===== config.mk =====
export PLATFORM = sky130hd
export DESIGN_NAME = encoder_counter_missed_steps
export DESIGN_NICKNAME = d
export VERILOG_FILES = /design/src/ecms_pkg.sv /design/src/ecms_front.sv /design/src/ecms_fifo.sv /design/src/ecms_back.sv /design/src/encoder_counter_missed_steps.sv
export SDC_FILE = /design/constraint.sdc
export NUM_CORES = 2
export LEC_CHECK = 0
export BUFFER_PORTS_ARGS = -buffer_cell sky130_fd_sc_hd__buf_2
export CAP_MARGIN = 5
export CORE_ASPECT_RATIO = 0.9
export CORE_UTILIZATION = 50
export DETAILED_ROUTE_END_ITERATION = 12
export GPL_ROUTABILITY_DRIVEN = 0
export GPL_TIMING_DRIVEN = 0
export PLACE_DENSITY = 0.66
export SLEW_MARGIN = 20
export SYNTH_ARGS = -nofsm -noshare
export SYNTH_HDL_FRONTEND = slang
export SYNTH_SLANG_ARGS = --single-unit

===== constraint.sdc =====
create_clock -name clk -period 32.9 [get_ports clk]
set_input_delay 1.645 -clock clk [delete_from_list [all_inputs] [get_ports clk]]
set_output_delay 1.645 -clock clk [all_outputs]
set_load 0.02 [all_outputs]

===== src/ecms_pkg.sv =====
// ---------------------------------------------------------------------------
// ecms_pkg
// Shared types and constants for the encoder counter with missed-step score.
// ---------------------------------------------------------------------------
`timescale 1ns / 1ps
`default_nettype none

package ecms_pkg;

  // operation codes
  localparam logic [1:0] OP_SAMPLE = 2'd0;
  localparam logic [1:0] OP_CHECK  = 2'd1;
  localparam logic [1:0] OP_SET    = 2'd2;

  // configuration register indexes
  localparam int unsigned CFG_IDX_W = 3;
  localparam logic [CFG_IDX_W-1:0] CFG_DIFFERENTIAL_MODE  = 3'd0;
  localparam logic [CFG_IDX_W-1:0] CFG_SCALE_FACTOR       = 3'd1;
  localparam logic [CFG_IDX_W-1:0] CFG_INVERT             = 3'd2;
  localparam logic [CFG_IDX_W-1:0] CFG_MISSED_STEP_ENABLE = 3'd3;
  localparam logic [CFG_IDX_W-1:0] CFG_STEP_DECAY         = 3'd4;
  localparam logic [CFG_IDX_W-1:0] CFG_DIRECTION_UP       = 3'd5;
  localparam int unsigned CFG_DATA_W = 16;

  // scaling and score constants
  localparam logic [15:0] SCALE_ONE      = 16'd10000;
  localparam logic [13:0] DIV_TEN_K      = 14'd10000;
  localparam logic signed [24:0] SCORE_LIMIT = 25'sd8192000;
  localparam logic signed [24:0] SCORE_UNIT  = 25'sd256;

  // reciprocal multipliers for division by 625 (after a shift by 4)
  localparam logic [27:0] RECIP_HI   = 28'd219902326;
  localparam int unsigned RECIP_HI_SH = 37;
  localparam logic [29:0] RECIP_LO   = 30'd879609303;
  localparam int unsigned RECIP_LO_SH = 39;

  // default depth of the queue between front and back
  localparam int unsigned QUEUE_DEPTH_DEF = 4;

  typedef struct packed {
    logic [1:0]         op;
    logic               chan_a;
    logic               chan_b;
    logic               chan_a_neg;
    logic               chan_b_neg;
    logic signed [31:0] new_position;
  } in_item_t;

  typedef struct packed {
    logic signed [31:0] raw_position;
    logic signed [31:0] scaled_position;
    logic signed [23:0] missed_score;
  } out_item_t;

  typedef struct packed {
    logic        differential_mode;
    logic [15:0] scale_factor;
    logic        invert;
    logic        missed_step_enable;
    logic [15:0] step_decay;
    logic        direction_up;
  } cfg_t;

  // snapshot of the counter state after one item
  typedef struct packed {
    logic [31:0]        pos;
    logic signed [23:0] score;
  } rec_t;

endpackage

`default_nettype wire


===== src/ecms_front.sv =====
// ---------------------------------------------------------------------------
// ecms_front
// Decodes each item and updates the position count, levels and score.
// ---------------------------------------------------------------------------
`timescale 1ns / 1ps
`default_nettype none

module ecms_front (
  input  wire                 clk,
  input  wire                 rst,
  input  wire                 take,
  input  ecms_pkg::in_item_t  item,
  input  ecms_pkg::cfg_t      cfg,
  output ecms_pkg::rec_t      rec
);
  import ecms_pkg::*;

  logic [31:0]        pos, pos_next;
  logic               level_a_now, level_a_now_next;
  logic               level_b_now, level_b_now_next;
  logic signed [23:0] score, score_next;
  logic signed [31:0] last_pos, last_pos_next;

  logic               accept_levels;
  logic [31:0]        raw;
  logic signed [24:0] score_dec;
  logic               missed;

  // next state for one item
  always_comb begin
    pos_next            = pos;
    level_a_now_next    = level_a_now;
    level_b_now_next    = level_b_now;
    score_next          = score;
    last_pos_next       = last_pos;
    accept_levels = !cfg.differential_mode ||
                    ((item.chan_a ^ item.chan_a_neg) && (item.chan_b ^ item.chan_b_neg));
    raw       = cfg.invert ? (32'd0 - pos) : pos;
    score_dec = (score > 24'sd0) ? ({score[23], score} - $signed({9'd0, cfg.step_decay}))
                                 : {score[23], score};
    missed    = cfg.direction_up ? (last_pos > $signed(raw)) : (last_pos < $signed(raw));
    case (item.op)
      OP_SAMPLE: begin
        if (accept_levels) begin
          level_a_now_next = item.chan_a;
          level_b_now_next = item.chan_b;
        end
        // x1 decode on channel A edges while B is high
        // the held level of A serves as the previous level
        if (level_b_now_next && !level_a_now && level_a_now_next) begin
          pos_next = pos - 32'd1;
        end else if (level_b_now_next && level_a_now && !level_a_now_next) begin
          pos_next = pos + 32'd1;
        end
      end
      OP_CHECK: begin
        if (cfg.missed_step_enable) begin
          if (missed && (score_dec < SCORE_LIMIT)) begin
            score_next = 24'(score_dec + SCORE_UNIT);
          end else begin
            score_next = score_dec[23:0];
          end
          last_pos_next = $signed(raw);
        end
      end
      OP_SET: begin
        pos_next = item.new_position;
      end
      default: begin
      end
    endcase
  end

  // state registers
  always_ff @(posedge clk) begin
    if (rst) begin
      pos            <= '0;
      level_a_now    <= 1'b0;
      level_b_now    <= 1'b0;
      score          <= '0;
      last_pos       <= '0;
    end else if (take) begin
      pos            <= pos_next;
      level_a_now    <= level_a_now_next;
      level_b_now    <= level_b_now_next;
      score          <= score_next;
      last_pos       <= last_pos_next;
    end
  end

  // state after this item goes to the back end
  assign rec.pos   = pos_next;
  assign rec.score = score_next;

endmodule

`default_nettype wire


===== src/ecms_fifo.sv =====
// ---------------------------------------------------------------------------
// ecms_fifo
// Short queue that decouples the front end from the scaling pipeline.
// ---------------------------------------------------------------------------
`timescale 1ns / 1ps
`default_nettype none

module ecms_fifo #(
  parameter int unsigned DEPTH = ecms_pkg::QUEUE_DEPTH_DEF
) (
  input  wire             clk,
  input  wire             rst,
  input  wire             wr_en,
  input  ecms_pkg::rec_t  wr_data,
  output logic            full,
  input  wire             rd_en,
  output ecms_pkg::rec_t  rd_data,
  output logic            nonempty
);
  import ecms_pkg::*;

  localparam int unsigned PTR_W = (DEPTH > 1) ? $clog2(DEPTH) : 1;
  localparam int unsigned CNT_W = $clog2(DEPTH + 1);
  localparam logic [PTR_W-1:0] LAST = PTR_W'(DEPTH - 1);

  rec_t             mem [DEPTH];
  logic [PTR_W-1:0] wr_ptr;
  logic [PTR_W-1:0] rd_ptr;
  logic [CNT_W-1:0] count;

  assign full     = (count == CNT_W'(DEPTH));
  assign nonempty = (count != '0);
  assign rd_data  = mem[rd_ptr];

  // storage
  always_ff @(posedge clk) begin
    if (wr_en) begin
      mem[wr_ptr] <= wr_data;
    end
  end

  // pointers and fill count
  always_ff @(posedge clk) begin
    if (rst) begin
      wr_ptr <= '0;
      rd_ptr <= '0;
      count  <= '0;
    end else begin
      if (wr_en) begin
        wr_ptr <= (wr_ptr == LAST) ? '0 : wr_ptr + 1'b1;
      end
      if (rd_en) begin
        rd_ptr <= (rd_ptr == LAST) ? '0 : rd_ptr + 1'b1;
      end
      if (wr_en && !rd_en) begin
        count <= count + 1'b1;
      end else if (rd_en && !wr_en) begin
        count <= count - 1'b1;
      end
    end
  end

endmodule

`default_nettype wire


===== src/ecms_back.sv =====
// ---------------------------------------------------------------------------
// ecms_back
// Scaling pipeline: position times scale over 10000, sign, saturation, bypass.
// ---------------------------------------------------------------------------
`timescale 1ns / 1ps
`default_nettype none

module ecms_back (
  input  wire                 clk,
  input  wire                 rst,
  input  ecms_pkg::cfg_t      cfg,
  input  wire                 src_valid,
  input  ecms_pkg::rec_t      src_data,
  output logic                src_pop,
  output logic                empty,
  input  wire                 pop,
  output ecms_pkg::out_item_t out_item
);
  import ecms_pkg::*;

  logic advance;
  logic [7:1] v;
  logic out_valid;

  // per stage payload
  logic [31:0]        pos1, pos2, pos3, pos4, pos5, pos6;
  logic signed [23:0] sc1, sc2, sc3, sc4, sc5, sc6;
  logic [31:0]        mag1;
  logic [31:0]        x_hi2, x_hi3, x_hi4;
  logic [31:0]        x_lo2, x_lo3, x_lo4, x_lo5;
  logic [17:0]        q_hi4, q_hi5, q_hi6;
  logic [13:0]        r_hi5;
  logic [32:0]        z6;
  logic [19:0]        q_lo7;
  logic [17:0]        q_hi7;
  logic [31:0]        pos7;
  logic signed [23:0] sc7;

  logic [54:0] prod_hi;
  logic [58:0] prod_lo;
  logic [31:0] q_hi_x;
  logic [34:0] mag;
  logic        neg_res;
  logic [31:0] raw;
  logic [31:0] scaled;

  // whole pipeline moves when the output register frees up
  assign advance = !out_valid || pop;
  assign src_pop = advance && src_valid;
  assign empty   = !out_valid;

  // stage valids
  always_ff @(posedge clk) begin
    if (rst) begin
      v         <= '0;
      out_valid <= 1'b0;
    end else if (advance) begin
      v         <= {v[6:1], src_valid};
      out_valid <= v[7];
    end
  end

  // division by 625 of the shifted products
  assign prod_hi = 55'(x_hi3[30:4]) * 55'(RECIP_HI);
  assign prod_lo = 59'(z6[32:4]) * 59'(RECIP_LO);
  assign q_hi_x  = 32'(q_hi4) * 32'(DIV_TEN_K);

  always_ff @(posedge clk) begin
    if (advance) begin
      // magnitude of the count
      pos1 <= src_data.pos;
      sc1  <= src_data.score;
      mag1 <= src_data.pos[31] ? (32'd0 - src_data.pos) : src_data.pos;
      // split product: high and low half of the magnitude times the scale
      pos2  <= pos1;
      sc2   <= sc1;
      x_hi2 <= 32'(mag1[31:16]) * 32'(cfg.scale_factor);
      x_lo2 <= 32'(mag1[15:0]) * 32'(cfg.scale_factor);
      pos3  <= pos2;
      sc3   <= sc2;
      x_hi3 <= x_hi2;
      x_lo3 <= x_lo2;
      // quotient of the high part
      pos4  <= pos3;
      sc4   <= sc3;
      x_hi4 <= x_hi3;
      x_lo4 <= x_lo3;
      q_hi4 <= prod_hi[RECIP_HI_SH +: 18];
      // remainder of the high part
      pos5  <= pos4;
      sc5   <= sc4;
      x_lo5 <= x_lo4;
      q_hi5 <= q_hi4;
      r_hi5 <= 14'(x_hi4 - q_hi_x);
      // remainder carried into the low part
      pos6  <= pos5;
      sc6   <= sc5;
      q_hi6 <= q_hi5;
      z6    <= {3'd0, r_hi5, 16'd0} + {1'b0, x_lo5};
      // quotient of the low part
      pos7  <= pos6;
      sc7   <= sc6;
      q_hi7 <= q_hi6;
      q_lo7 <= prod_lo[RECIP_LO_SH +: 20];
    end
  end

  // sign, saturation and bypass
  always_comb begin
    mag     = {1'b0, q_hi7, 16'd0} + 35'(q_lo7);
    neg_res = pos7[31] ^ cfg.invert;
    raw     = cfg.invert ? (32'd0 - pos7) : pos7;
    if (neg_res) begin
      scaled = (mag > 35'h0_8000_0000) ? 32'h8000_0000 : (32'd0 - mag[31:0]);
    end else begin
      scaled = (mag > 35'h0_7FFF_FFFF) ? 32'h7FFF_FFFF : mag[31:0];
    end
    if ((cfg.scale_factor == 16'd0) || (cfg.scale_factor == SCALE_ONE)) begin
      scaled = raw;
    end
  end

  // output register
  always_ff @(posedge clk) begin
    if (advance) begin
      out_item.raw_position    <= $signed(raw);
      out_item.scaled_position <= $signed(scaled);
      out_item.missed_score    <= sc7;
    end
  end

endmodule

`default_nettype wire


===== src/encoder_counter_missed_steps.sv =====
// A result reaches the output after its item passes the queue, the scaling pipeline and the output register.
// Throughput: one item per cycle while pop keeps up, through the queue and scaling pipeline.
// The input side keeps accepting while results wait, until the internal queue fills.
// Reset: position, levels, score and last checked position clear to zero, registers
// return to their defaults (scale 10000), queue and pipeline come up empty.
// ---------------------------------------------------------------------------
// encoder_counter_missed_steps
// x1 quadrature position counter with missed-step score and scaled output.
// ---------------------------------------------------------------------------
`timescale 1ns / 1ps
`default_nettype none

module encoder_counter_missed_steps #(
  parameter int unsigned QUEUE_DEPTH = ecms_pkg::QUEUE_DEPTH_DEF
) (
  input  wire                                 clk,
  input  wire                                 rst,
  input  wire                                 push,
  output logic                                full,
  input  ecms_pkg::in_item_t                  in_item,
  output logic                                empty,
  input  wire                                 pop,
  output ecms_pkg::out_item_t                 out_item,
  input  wire                                 cfg_valid,
  output logic                                cfg_ready,
  input  wire [ecms_pkg::CFG_IDX_W-1:0]       cfg_index,
  input  wire [ecms_pkg::CFG_DATA_W-1:0]      cfg_data
);
  import ecms_pkg::*;

  cfg_t cfg;
  rec_t front_rec;
  rec_t queue_rec;
  logic take;
  logic queue_nonempty;
  logic queue_pop;

  assign cfg_ready = 1'b1;
  assign take      = push && !full;

  // configuration registers
  always_ff @(posedge clk) begin
    if (rst) begin
      cfg.differential_mode  <= 1'b0;
      cfg.scale_factor       <= SCALE_ONE;
      cfg.invert             <= 1'b0;
      cfg.missed_step_enable <= 1'b0;
      cfg.step_decay         <= '0;
      cfg.direction_up       <= 1'b0;
    end else if (cfg_valid && cfg_ready) begin
      case (cfg_index)
        CFG_DIFFERENTIAL_MODE:  cfg.differential_mode  <= cfg_data[0];
        CFG_SCALE_FACTOR:       cfg.scale_factor       <= cfg_data;
        CFG_INVERT:             cfg.invert             <= cfg_data[0];
        CFG_MISSED_STEP_ENABLE: cfg.missed_step_enable <= cfg_data[0];
        CFG_STEP_DECAY:         cfg.step_decay         <= cfg_data;
        CFG_DIRECTION_UP:       cfg.direction_up       <= cfg_data[0];
        default: begin
        end
      endcase
    end
  end

  // decode and state update
  ecms_front u_front (
    .clk  (clk),
    .rst  (rst),
    .take (take),
    .item (in_item),
    .cfg  (cfg),
    .rec  (front_rec)
  );

  // queue between front and back
  ecms_fifo #(
    .DEPTH (QUEUE_DEPTH)
  ) u_fifo (
    .clk      (clk),
    .rst      (rst),
    .wr_en    (take),
    .wr_data  (front_rec),
    .full     (full),
    .rd_en    (queue_pop),
    .rd_data  (queue_rec),
    .nonempty (queue_nonempty)
  );

  // scaling and result register
  ecms_back u_back (
    .clk       (clk),
    .rst       (rst),
    .cfg       (cfg),
    .src_valid (queue_nonempty),
    .src_data  (queue_rec),
    .src_pop   (queue_pop),
    .empty     (empty),
    .pop       (pop),
    .out_item  (out_item)
  );

  // score stays within its reachable range
  a_score_range: assert property (@(posedge clk) disable iff (rst)
    !empty |-> (out_item.missed_score >= -24'sd65535) &&
               (out_item.missed_score <= 24'sd8192256))
    else $error("missed score out of range");

  // a set transfer places the new position into the queue
  a_set_loads: assert property (@(posedge clk) disable iff (rst)
    (take && (in_item.op == OP_SET)) |-> (front_rec.pos == in_item.new_position))
    else $error("set operation did not load position");

  // nothing comes out right after reset
  a_reset_empty: assert property (@(posedge clk)
    rst |=> empty)
    else $error("result visible after reset");

endmodule

`default_nettype wire


==> results.yml <==
finish:
  mostFrequentLayoutCells: "inv_1 (1544), fa_1 (1101), edfxtp_1 (1058), ha_1 (909), nand2_1 (637)"
  area_delta_synth_final_pct: 9.02
  drive_above_1_share_pct: 6.14
  final.fill_count: 15200
  mostFrequentLayoutCell: "inv_1"
  layout.nets: 10100
  fin_cells: 10500
clocking:
  cts_tree: "yes"
  h-tree-depth: 3
  holdBufCountCts: 0
  cts.sinks: 1200
  numCtsBuffers: 119
  clock_tree.buffer_depth: 3
  cts_root_buffer: "clkbuf_16"
  path_clk_slew_ps: 60
  post_cts_buffers: 0
  clk_latency_ps: 790
  ctsResizeCount: 0
global_route:
  antenna_found_initial: 3
  gr-total-overflow: 0
  grt_pass1_vias: 59800
  grt_use_total_pct: 24.3
  grt_pass1_wl_um: 344000
  grt_max_degree: 88
yosys:
  syn_area_um2: 91800
  synthCells: 7739
  synth_cell_types: 119
  synth-seq-cells: 1200
  synth_fp_nets: 9811
  synth_top_area_share_pct: 34.6
  yosys-top-cells-area: "edfxtp_1 (35%), fa_1 (24%), ha_1 (12%), inv_1 (6.3%), dfxtp_1 (3.1%)"
  synth.avg_cell_area_um2: 11.9
  async_flop_share_pct: 0
  yosysSeqAreaShare_pct: 37.7
  synth_flop_cell: "edfxtp_1"
  synth_edf_count: 1058
  yosysTopAreaCell: "edfxtp_1"
  yosysWarnings: 0
worst_hold_path:
  worst_hold_path_type: "flop to flop"
  hp-start: "u_back.x_lo2[22]$_DFFE_PP_"
  timing.hold.worst_path_depth: 0
die:
  rows: 148
  initial_core_util_pct: 50.6
  core_area_um2: 182000
  die_y_um: 409
  dieArea_um2: 185000
  ios: 153
  fp.dieW_um: 454
critical_path:
  cpMostUsedCell: "fa_1"
  path_buf_inv: 4
  startpoint: "u_back.z6[18]$_DFFE_PP_"
  reg2reg_from: "u_back.z6[18]$_DFFE_PP_"
  cp_top_family: "adder cells"
  path_class: "flop to flop"
  cp_num_cells: 24
  crit_path_end_kind: "flop"
  crit_arrival_ps: 9280
  start_kind: "flop"
  required_ps: 33350
  r2r_cells: 24
  slowest_delay_ps: 720
  cp_max_fo: 6
  crit_chain: "ha_1, inv_1, fa_1, fa_1, fa_1, fa_1, inv_1, fa_1, fa_1, inv_1, fa_1, inv_1, ha_1, nand2_1, o21ai_0, o211ai_1, a21o_1, a31oi_1, o22ai_1, o31ai_1, a221oi_1, o21ai_0, a31oi_1, xnor2_1"
  crit_slowest_cell: "edfxtp_1"
drt:
  wirelength_um: 221000
  drt_first_iter_violations: 5002
  ant_nets: 0
  vias: 57700
  drtPass1Iterations: 6
  avgViaCountPerCell: 5.48
  route.detailed.drc: 0
  wire_per_inst_um: 21.0
placed_design:
  io_buffers: 150
  place_hpwl_um: 178000
  dp.cells: 10300
timing:
  whs_ps: 409
  max_freq_ghz: 0.113
  skew_ps: 94.2
  timing.slew.headroom_pct: 16.4
  rsz0062_at_grt: "false"
  drv_slew: 0
  fin_crit_sh_pct: 26.8
  fin_crit_ps: 8830
  tightest_slew_ps: 1240
  setup_viol: 0
  finalHoldViolations: 0
flow_run:
  max_cap_violations: 0
status:
  outcome: "completed"
## logic make-up after synthesis
| group | count (synthesis) | synth area share, % |
|---|---|---|
| compound gates | 811 | 5.78 |
| xor+xnor | 278 | 2.66 |
| fa+ha+maj | 2010 | 36.4 |
| buf+inv | 1771 | 7.34 |
| flops | 1200 | 37.7 |
| mux | 88 | 1.73 |
| other cells | 1 | 0.00408 |
| simple gates | 1580 | 8.41 |
## final timing paths
check / slack [ps] / end
worst max-delay path: 24070 / u_back.q_lo7[19]$_DFFE_PP_
worst min register to register: 410 / u_back.x_lo3[22]$_DFFE_PP_
worst min-delay path: 410 / u_back.x_lo3[22]$_DFFE_PP_
worst max register to register: 24070 / u_back.q_lo7[19]$_DFFE_PP_
## per-layer routing
metal / part of all wire [%] / track usage [%]
met5: 0 / 0
met3: 8.5 / 4.54
met1: 42 / 34.2
met4: 4.2 / 9.47
met2: 45 / 37.5
## area by class of cell
| type | count | area (µm²) | area share, % |
|---|---|---|---|
| buffer | 224 | 936 | 0.935 |
| sequential | 1200 | 34600 | 34.6 |
| antenna | 2 | 5.00 | 0.00500 |
| timing repair buffer | 165 | 1140 | 1.14 |
| tap | 2400 | 3000 | 3.00 |
| clock buffer | 141 | 3120 | 3.12 |
| inverter | 1547 | 5810 | 5.81 |
| clock inverter | 84 | 991 | 0.990 |
| multi-input combinational | 4768 | 50500 | 50.4 |
## state kept, by name, indices dropped and copies added, names as in the netlist, 32 cells and up, named ones only
| name | flops |
|---|---|
| cfg | 36 |
| u_back.pos4 | 32 |
| u_fifo.mem | 224 |
| u_back.pos7 | 32 |
| u_back.pos5 | 32 |
| u_back.pos3 | 32 |
| u_front.last_pos | 32 |
| u_back.out_item | 88 |
| u_back.mag1 | 32 |
| u_back.pos6 | 32 |
| u_front.pos | 32 |
| u_back.pos2 | 32 |
## synthesized netlist by cell type (9+ instances only)
library cell,instances
nand4_1,37
o21bai_1,18
o21a_1,18
or2_2,13
o21ai_0,166
nor4_1,31
a21o_1,84
and4_1,16
buf_1,13
a211oi_1,52
o31ai_1,33
or3_1,37
xor2_1,109
nand3b_1,9
nand2_1,637
edfxtp_1,1058
o211ai_1,17
a22oi_1,16
nand2b_1,38
nor2_1,264
mux2i_1,24
xnor2_1,168
a21oi_1,226
o22ai_1,15
a21boi_0,12
and2_1,216
fa_1,1101
inv_1,1544
dfxtp_1,142
or4_1,18
a2111oi_0,9
a31oi_1,30
ha_1,909
o2111ai_1,11
and3_1,26
o41ai_1,10
mux4_2,53
nand3_1,65
nor3_1,94
clkbuf_1,192
nor2b_1,27
## per-stage QoR
| step | setup TNS [ps] | util (%) | setup slack, ps | area [µm²] |
|---|---|---|---|---|
| after global placement | -11290 | 52.6 | -2240 | 95600 |
| after floorplan | 0 | - | 8370 | 91800 |
| after CTS | 0 | 55.1 | 24070 | 100000 |
| after detailed placement | 0 | 52.8 | 24100 | 96000 |
| after global routing | 0 | 55.1 | 23730 | 100000 |
| final | 0 | 55.1 | 24070 | 100000 |
Power is not shown: default switching activity piles up to over one toggle a cycle in this logic, so the estimate is an artifact.
